===== src/rtl/utrr_pkg.sv =====
// Shared types and constants for the UART transmit/receive ring engine.
`timescale 1ns / 1ps

package utrr_pkg;

   localparam int unsigned BYTE_W = 8;

   // Received byte that raises the Ctrl-C flag.
   localparam logic [BYTE_W-1:0] CTRL_C = 8'h03;

   typedef enum logic [1:0] {
      REQ_PUT     = 2'd0,
      REQ_GET     = 2'd1,
      REQ_RX_BYTE = 2'd2,
      REQ_TX_SLOT = 2'd3
   } req_kind_type;

endpackage


===== src/rtl/uart_tx_rx_ring_engine.sv =====
// UART transmit and receive ring buffers with put, get, receive and drain items.
//
//   Channel   Direction  Handshake              Payload
//   req_      in         req_valid / req_ready  req_type, req_data_byte
//   rsp_      out        rsp_valid / rsp_ready  eleven result fields
//   csr_      in         csr_valid / csr_ready  csr_irq_mode
//
// One item is taken per cycle while no stalled result blocks the input; its
// result appears in the cycle after acceptance. The ring memories are read at
// the accept edge; the registered read port of each memory is the result stage.
// A stalled result holds, and a new item is taken in the same cycle the old
// result leaves. Synchronous reset empties both rings and selects polling mode.
`timescale 1ns / 1ps

module uart_tx_rx_ring_engine
   import utrr_pkg::*;
#(
   parameter int unsigned TX_DEPTH = 256,
   parameter int unsigned RX_DEPTH = 64
) (
   input  logic              clock,
   input  logic              reset,

   input  logic              req_valid,
   output logic              req_ready,
   input  logic [1:0]        req_type,
   input  logic [BYTE_W-1:0] req_data_byte,

   output logic              rsp_valid,
   input  logic              rsp_ready,
   output logic              rsp_tx_valid,
   output logic [BYTE_W-1:0] rsp_tx_byte,
   output logic              rsp_put_accepted,
   output logic              rsp_get_valid,
   output logic [BYTE_W-1:0] rsp_get_byte,
   output logic              rsp_rx_dropped,
   output logic              rsp_ctrl_c_seen,
   output logic              rsp_rx_notify,
   output logic              rsp_tx_irq_armed,
   output logic              rsp_rx_available,
   output logic              rsp_tx_ring_empty,

   input  logic              csr_valid,
   output logic              csr_ready,
   input  logic              csr_irq_mode
);

   localparam int unsigned TX_AW = $clog2(TX_DEPTH);
   localparam int unsigned RX_AW = $clog2(RX_DEPTH);
   localparam logic [TX_AW-1:0] TX_LAST = TX_AW'(TX_DEPTH - 1);
   localparam logic [RX_AW-1:0] RX_LAST = RX_AW'(RX_DEPTH - 1);

   logic [BYTE_W-1:0] tx_mem [TX_DEPTH];
   logic [BYTE_W-1:0] rx_mem [RX_DEPTH];

   logic              irq_mode_ff;
   logic [TX_AW-1:0]  tx_wr_ptr_ff, tx_wr_ptr_in;
   logic [TX_AW-1:0]  tx_rd_ptr_ff, tx_rd_ptr_in;
   // Receive pointers are an entry index plus a lap bit, so a full ring and
   // an empty ring can be told apart.
   logic [RX_AW-1:0]  rx_wr_idx_ff, rx_wr_idx_in;
   logic [RX_AW-1:0]  rx_rd_idx_ff, rx_rd_idx_in;
   logic              rx_wr_lap_ff, rx_wr_lap_in;
   logic              rx_rd_lap_ff, rx_rd_lap_in;
   logic              tx_irq_en_ff, tx_irq_en_in;

   logic              rsp_valid_ff;
   logic              tx_valid_ff, tx_valid_in;
   logic              tx_from_ring_ff, tx_from_ring_in;
   logic [BYTE_W-1:0] tx_byte_ff, tx_byte_in;
   logic              put_ok_ff, put_ok_in;
   logic              get_valid_ff, get_valid_in;
   logic              dropped_ff, dropped_in;
   logic              ctrl_c_ff, ctrl_c_in;
   logic              notify_ff, notify_in;
   logic [BYTE_W-1:0] tx_rd_data_ff;
   logic [BYTE_W-1:0] rx_rd_data_ff;

   logic              req_fire;
   logic              tx_wr_en, rx_wr_en;
   logic [TX_AW-1:0]  tx_wr_next, tx_rd_next;
   logic [RX_AW-1:0]  rx_wr_idx_next, rx_rd_idx_next;
   logic              tx_full, tx_empty, rx_full, rx_empty;
   req_kind_type      kind;

   assign req_ready = !rsp_valid_ff || rsp_ready;
   assign req_fire  = req_valid && req_ready;
   assign csr_ready = 1'b1;
   assign kind      = req_kind_type'(req_type);

   assign tx_wr_next     = (tx_wr_ptr_ff == TX_LAST) ? '0 : tx_wr_ptr_ff + TX_AW'(1);
   assign tx_rd_next     = (tx_rd_ptr_ff == TX_LAST) ? '0 : tx_rd_ptr_ff + TX_AW'(1);
   assign rx_wr_idx_next = (rx_wr_idx_ff == RX_LAST) ? '0 : rx_wr_idx_ff + RX_AW'(1);
   assign rx_rd_idx_next = (rx_rd_idx_ff == RX_LAST) ? '0 : rx_rd_idx_ff + RX_AW'(1);

   assign tx_full  = (tx_wr_next == tx_rd_ptr_ff);
   assign tx_empty = (tx_wr_ptr_ff == tx_rd_ptr_ff);
   assign rx_empty = (rx_wr_idx_ff == rx_rd_idx_ff) && (rx_wr_lap_ff == rx_rd_lap_ff);
   assign rx_full  = (rx_wr_idx_ff == rx_rd_idx_ff) && (rx_wr_lap_ff != rx_rd_lap_ff);

   always_comb begin
      tx_wr_ptr_in    = tx_wr_ptr_ff;
      tx_rd_ptr_in    = tx_rd_ptr_ff;
      rx_wr_idx_in    = rx_wr_idx_ff;
      rx_rd_idx_in    = rx_rd_idx_ff;
      rx_wr_lap_in    = rx_wr_lap_ff;
      rx_rd_lap_in    = rx_rd_lap_ff;
      tx_irq_en_in    = tx_irq_en_ff;
      tx_valid_in     = 1'b0;
      tx_from_ring_in = 1'b0;
      tx_byte_in      = '0;
      put_ok_in       = 1'b0;
      get_valid_in    = 1'b0;
      dropped_in      = 1'b0;
      ctrl_c_in       = 1'b0;
      notify_in       = 1'b0;
      tx_wr_en        = 1'b0;
      rx_wr_en        = 1'b0;
      unique case (kind)
         REQ_PUT: begin
            if (!irq_mode_ff) begin
               tx_valid_in = 1'b1;
               tx_byte_in  = req_data_byte;
               put_ok_in   = 1'b1;
            end else if (!tx_full) begin
               tx_wr_en     = 1'b1;
               tx_wr_ptr_in = tx_wr_next;
               tx_irq_en_in = 1'b1;
               put_ok_in    = 1'b1;
            end
         end
         REQ_GET: begin
            if (!rx_empty) begin
               get_valid_in = 1'b1;
               rx_rd_idx_in = rx_rd_idx_next;
               rx_rd_lap_in = (rx_rd_idx_ff == RX_LAST) ? !rx_rd_lap_ff : rx_rd_lap_ff;
            end
         end
         REQ_RX_BYTE: begin
            ctrl_c_in = (req_data_byte == CTRL_C);
            notify_in = 1'b1;
            if (rx_full) begin
               dropped_in = 1'b1;
            end else begin
               rx_wr_en     = 1'b1;
               rx_wr_idx_in = rx_wr_idx_next;
               rx_wr_lap_in = (rx_wr_idx_ff == RX_LAST) ? !rx_wr_lap_ff : rx_wr_lap_ff;
            end
         end
         REQ_TX_SLOT: begin
            // The drain also runs in polling mode to flush leftover bytes.
            if (!tx_empty) begin
               tx_valid_in     = 1'b1;
               tx_from_ring_in = 1'b1;
               tx_rd_ptr_in    = tx_rd_next;
               if (tx_rd_next == tx_wr_ptr_ff) begin
                  tx_irq_en_in = 1'b0;
               end
            end else begin
               tx_irq_en_in = 1'b0;
            end
         end
         default: begin
            tx_irq_en_in = tx_irq_en_ff;
         end
      endcase
   end

   always_ff @(posedge clock) begin
      if (reset) begin
         irq_mode_ff  <= 1'b0;
         tx_wr_ptr_ff <= '0;
         tx_rd_ptr_ff <= '0;
         rx_wr_idx_ff <= '0;
         rx_rd_idx_ff <= '0;
         rx_wr_lap_ff <= 1'b0;
         rx_rd_lap_ff <= 1'b0;
         tx_irq_en_ff <= 1'b0;
         rsp_valid_ff <= 1'b0;
      end else begin
         if (csr_valid && csr_ready) begin
            irq_mode_ff <= csr_irq_mode;
         end
         if (req_fire) begin
            tx_wr_ptr_ff <= tx_wr_ptr_in;
            tx_rd_ptr_ff <= tx_rd_ptr_in;
            rx_wr_idx_ff <= rx_wr_idx_in;
            rx_rd_idx_ff <= rx_rd_idx_in;
            rx_wr_lap_ff <= rx_wr_lap_in;
            rx_rd_lap_ff <= rx_rd_lap_in;
            tx_irq_en_ff <= tx_irq_en_in;
            rsp_valid_ff <= 1'b1;
         end else if (rsp_ready) begin
            rsp_valid_ff <= 1'b0;
         end
      end
   end

   // Result fields carry no reset; they are qualified by rsp_valid.
   always_ff @(posedge clock) begin
      if (req_fire) begin
         tx_valid_ff     <= tx_valid_in;
         tx_from_ring_ff <= tx_from_ring_in;
         tx_byte_ff      <= tx_byte_in;
         put_ok_ff       <= put_ok_in;
         get_valid_ff    <= get_valid_in;
         dropped_ff      <= dropped_in;
         ctrl_c_ff       <= ctrl_c_in;
         notify_ff       <= notify_in;
      end
   end

   // Ring memories: at most one write and one registered read per item.
   always_ff @(posedge clock) begin
      if (req_fire) begin
         if (tx_wr_en) begin
            tx_mem[tx_wr_ptr_ff] <= req_data_byte;
         end
         tx_rd_data_ff <= tx_mem[tx_rd_ptr_ff];
      end
   end

   always_ff @(posedge clock) begin
      if (req_fire) begin
         if (rx_wr_en) begin
            rx_mem[rx_wr_idx_ff] <= req_data_byte;
         end
         rx_rd_data_ff <= rx_mem[rx_rd_idx_ff];
      end
   end

   assign rsp_valid         = rsp_valid_ff;
   assign rsp_tx_valid      = tx_valid_ff;
   assign rsp_tx_byte       = tx_from_ring_ff ? tx_rd_data_ff : tx_byte_ff;
   assign rsp_put_accepted  = put_ok_ff;
   assign rsp_get_valid     = get_valid_ff;
   assign rsp_get_byte      = get_valid_ff ? rx_rd_data_ff : '0;
   assign rsp_rx_dropped    = dropped_ff;
   assign rsp_ctrl_c_seen   = ctrl_c_ff;
   assign rsp_rx_notify     = notify_ff;
   // Ring state changes only when an item is taken, so it matches the held result.
   assign rsp_tx_irq_armed  = tx_irq_en_ff;
   assign rsp_rx_available  = !rx_empty;
   assign rsp_tx_ring_empty = tx_empty;

   a_irq_needs_bytes: assert property (@(posedge clock) disable iff (reset)
      tx_irq_en_ff |-> !tx_empty)
      else $error("transmit interrupt armed with an empty ring");

   a_drop_only_when_full: assert property (@(posedge clock) disable iff (reset)
      (rsp_valid && rsp_rx_dropped) |-> (rx_full && rsp_rx_notify))
      else $error("received byte dropped while the ring had room");

   a_get_excludes_tx: assert property (@(posedge clock) disable iff (reset)
      (rsp_valid && rsp_get_valid) |-> (!rsp_tx_valid && !rsp_put_accepted))
      else $error("get result also reports transmit activity");

   a_fire_gives_result: assert property (@(posedge clock) disable iff (reset)
      req_fire |=> rsp_valid)
      else $error("accepted item produced no result");

   a_drain_flags_tx: assert property (@(posedge clock) disable iff (reset)
      (req_fire && kind == REQ_TX_SLOT && !tx_empty) |=> (rsp_tx_valid && tx_from_ring_ff))
      else $error("drain of a non-empty ring sent nothing");

endmodule


===== config.mk =====
export PLATFORM = sky130hd
export DESIGN_NAME = uart_tx_rx_ring_engine
export DESIGN_NICKNAME = d
export VERILOG_FILES = /design/src/rtl/utrr_pkg.sv /design/src/rtl/uart_tx_rx_ring_engine.sv
export SDC_FILE = /design/constraint.sdc
export NUM_CORES = 2
export LEC_CHECK = 0
export BUFFER_PORTS_ARGS = -buffer_cell sky130_fd_sc_hd__buf_2
export CAP_MARGIN = 0
export CORE_AREA = 8 8 424 426
export CTS_CLUSTER_SIZE = 28
export DETAILED_ROUTE_END_ITERATION = 10
export DIE_AREA = 0 0 432 434
export PLACE_DENSITY = 0.81
export SLEW_MARGIN = 15
export SYNTH_ARGS = -nofsm -noshare
export SYNTH_HDL_FRONTEND = slang
export SYNTH_SLANG_ARGS = --single-unit

===== constraint.sdc =====
create_clock -name clock -period 3.6 [get_ports clock]
set_input_delay 0.36 -clock clock [delete_from_list [all_inputs] [get_ports clock]]
set_output_delay 0.36 -clock clock [all_outputs]
set_load 0.005 [all_outputs]

==> results.sh <==
export IMPL_drive_gt1_share_pct=26.6
export IMPL_start_kind="register"
export IMPL_finalPower_mw=60.8
export IMPL_postRouteAntennaNets=0
export IMPL_fmax_mhz=280
export IMPL_min_period_ns=3.57
export IMPL_synth_top_area_share_pct=75.6
export IMPL_p_leak_nw=35.2
export IMPL_core_area_um2=173000
export IMPL_vias=56400
export IMPL_area_growth_pct=13.1
export IMPL_syn_inst=5011
export IMPL_synth_compound_area_share_pct=3.31
export IMPL_crit_type="reg -> reg"
export IMPL_viasPerCell=7.16
export IMPL_start_util_pct=59.6
export IMPL_wl_per_cell_um=35.7
export IMPL_cap_violations=0
export IMPL_antenna_found_initial=12
export IMPL_fin_util_pct=67.3
export IMPL_dieHeight_um=434
export IMPL_async_flop_share_pct=0
export IMPL_drtIter0Drc=8814
export IMPL_cts_sinks=2624
export IMPL_path_clk_slew_ns=0.06
export IMPL_whs_ns=0.299
export IMPL_endpoint="rx_mem[22][1]"
export IMPL_synth_seq_cells=2624
export IMPL_grt_pass1_vias=56100
export IMPL_hold_path_class="in -> reg"
export IMPL_skew_ns=0.0902
export IMPL_synth_top_family_by_area="multiplexers"
export IMPL_gp_congestion=0.940
export IMPL_netlist_top_cell_by_area="edfxtp_1"
export IMPL_post_route_period_util_pct=99.2
export IMPL_numPortBuffers=42
export IMPL_cts_tree="built"
export IMPL_floorplan_die_area_um2=187000
export IMPL_status="completed"
export IMPL_n_fill_cell=9900
export IMPL_io_pins=44
export IMPL_synth_area_top_cells="edfxtp_1, mux4_2, mux2i_1"
export IMPL_final_hold_viol_count=0
export IMPL_ir_drop_mv=0.568
export IMPL_die_w_um=432
export IMPL_drv_slew=0
export IMPL_post_place_ws_ns=-0.243
export IMPL_syn_nets=5038
export IMPL_setup_violations=0
export IMPL_synth_edf_count=2591
export IMPL_clkLatencyLatePin_ns=0.92
export IMPL_worstMarginPinSlew_ns=1.10
export IMPL_grt_max_degree=132
export IMPL_rows=153
export IMPL_r2r_end="rx_mem[22][1]"
export IMPL_synthFlopType="edfxtp_1"
export IMPL_dr_pass1_iters=8
export IMPL_fin_cells=7875
export IMPL_ys_warn_count=0
export IMPL_slew_limit_headroom_pct=26.6
export IMPL_synthAdderAreaFrac_pct=0.134
export IMPL_critical_path_required_ns=4.23
export IMPL_grt_pass1_wl_um=400000
export IMPL_path_max_fanout=12
export IMPL_yosys_cell_count_top_type="edfxtp_1"
export IMPL_dpl_cell_count=7407
export IMPL_htree_levels=4
export IMPL_r2r_start="rx_wr_idx_ff[3]"
export IMPL_netlist_top_cells_count="edfxtp_1, mux4_2, nor2_1, mux2i_1, clkbuf_1"
export IMPL_endpoint_kind="register"
export IMPL_arrival_ns=4.20
export IMPL_cts_made_buffers=235
export IMPL_grt_overflow=0
export IMPL_finalNetCount=5367
export IMPL_post_route_drc_count=0
export IMPL_synth_simple_gate_area_share_pct=2.95
export IMPL_dp_final_hpwl_um=166000
export IMPL_regToRegSetupSlack_ns=0.03
export IMPL_drt_wl_total_um=281000
export IMPL_cts_root_buf="clkbuf_16"
export IMPL_syn_avg_cell_area_um2=20.6
export IMPL_pwr_density_cell_nw_per_um2=522
export IMPL_reg2reg_depth=7
export IMPL_synth_xor_area_share_pct=0.289
export IMPL_ys_types=76
export IMPL_synthMuxAreaShare_pct=15.4
export IMPL_ctsLongestPathBuffers=3
export IMPL_grt_usage_pct=29.6
export IMPL_setup_ws_ns=0.0293
export IMPL_seq_area_frac_synth_pct=76.2
export IMPL_syn_area_um2=103000
export IMPL_startpoint="rx_wr_idx_ff[3]"
[final cells by class]
| type | count | area [um^2] | area share, % |
|---|---|---|---|
| Multi-Input combinational cell | 2057 | 23100 | 19.8 |
| Tap cell | 2325 | 2910 | 2.50 |
| Clock inverter | 167 | 1900 | 1.63 |
| Clock buffer | 275 | 6060 | 5.21 |
| Antenna cell | 5 | 12.5 | 0.0107 |
| Timing Repair Buffer | 403 | 3910 | 3.36 |
| Inverter | 19 | 73.8 | 0.0634 |
| Sequential cell | 2624 | 78500 | 67.4 |
[placed cells by master, fill, tap and decap left out, types with 15 or more instances in the layout]
cell type / instances
a211oi_1: 20
a21oi_1: 87
a221o_1: 20
a221oi_1: 63
a22oi_1: 58
a31oi_1: 17
and2_1: 23
buf_12: 70
buf_2: 34
buf_4: 276
bufinv_16: 31
clkbuf_1: 37
clkbuf_16: 235
clkinv_1: 60
clkinv_2: 48
dfxtp_1: 25
dlygate4sd3_1: 15
edfxtp_1: 2591
inv_1: 15
mux2_2: 26
mux2i_1: 235
mux4_2: 584
nand2_1: 95
nand3_1: 29
nand4_1: 15
nor2_1: 305
nor2_2: 82
nor2b_1: 19
nor3_1: 25
o21ai_0: 69
o221ai_1: 19
o22ai_1: 28
o31ai_1: 17
xnor2_1: 17
xor2_1: 17
[logic make-up (layout without fill, tap and decap cells)]
kind of cell               after synthesis  count (layout)
DFF                                   2624            2624
muxes                                  846             846
and+or+nand+nor                        683             683
AOI/OAI and AO/OA                      482             482
buffers and inverters                  330             864
xor gates and xnor gates                34              34
adders and majority gates               11              11
other                                    1               6
[report_power, final]
| group | internal [mW] | switching [mW] | leakage (nW) | total, mW |
|---|---|---|---|---|
| clock | 14.4 | 11.5 | 3.85 | 25.8 |
| sequential | 33.6 | 0.0272 | 23.6 | 33.6 |
| combinational | 0.411 | 0.965 | 7.77 | 1.38 |
| total | 48.3 | 12.5 | 35.2 | 60.8 |
[state kept, by name, summed over array words and instances (netlist names), 6 cells and up]
name,count
rx_wr_idx_ff,6
tx_rd_data_ff,8
tx_mem,2048
rx_rd_idx_ff,6
tx_rd_ptr_ff,8
tx_wr_ptr_ff,8
rx_rd_data_ff,8
rx_mem,512
tx_byte_ff,8
[repair_timing]
| action | in CTS | in global routing |
|---|---|---|
| gates resized for setup | 6 | 86 |
| endpoints found under the hold margin | 265 | 1 |
| endpoints found under the setup margin | 4 | 572 |
| pin swaps | 0 | 0 |
| hold buffers | 14 | 1 |
| buffers inserted | 0 | 5 |
[worst max-delay path: stages (launching register included)]
cell and delay, ns:
dfxtp_1 0.65, xor2_1 0.14, nor4_1 0.74, a31oi_1 0.41, and2_1 0.36, nand3b_1 0.64, nor2_1 0.14, buf_4 0.22
[metal layers]
metal	GRT usage, %	vias up	share of wire [%]	wire, um
met5	0	-	0.021	59
met4	13.8	10	5.6	15600
met3	9.39	969	15	41300
met2	45.6	5209	47	131000
met1	38.9	28800	33	93300
li1	-	21500	-	-
[per-stage QoR]
stage | TNS [ns] | cell area, um^2
after floorplan | 0 | 103000
after global placement | -0.427 | 108000
after detailed placement | -0.427 | 108000
after CTS | 0 | 116000
after global routing | -0.129 | 116000
final | 0 | 116000
[how the worst min path moves through the flow]
stage | cells past startpoint | endpoint | start
floorplan | 0 | rx_mem[0][0] | req_data_byte[0]
global placement | 2 | rx_wr_lap_ff | rx_wr_lap_ff
detailed placement | 2 | rx_wr_lap_ff | rx_wr_lap_ff
CTS | 1 | rx_mem[58][4] | req_data_byte[4]
global route | 4 | irq_mode_ff | csr_valid
finish | 4 | irq_mode_ff | csr_valid
No activity file was read; power rests on OpenSTA's default activity.
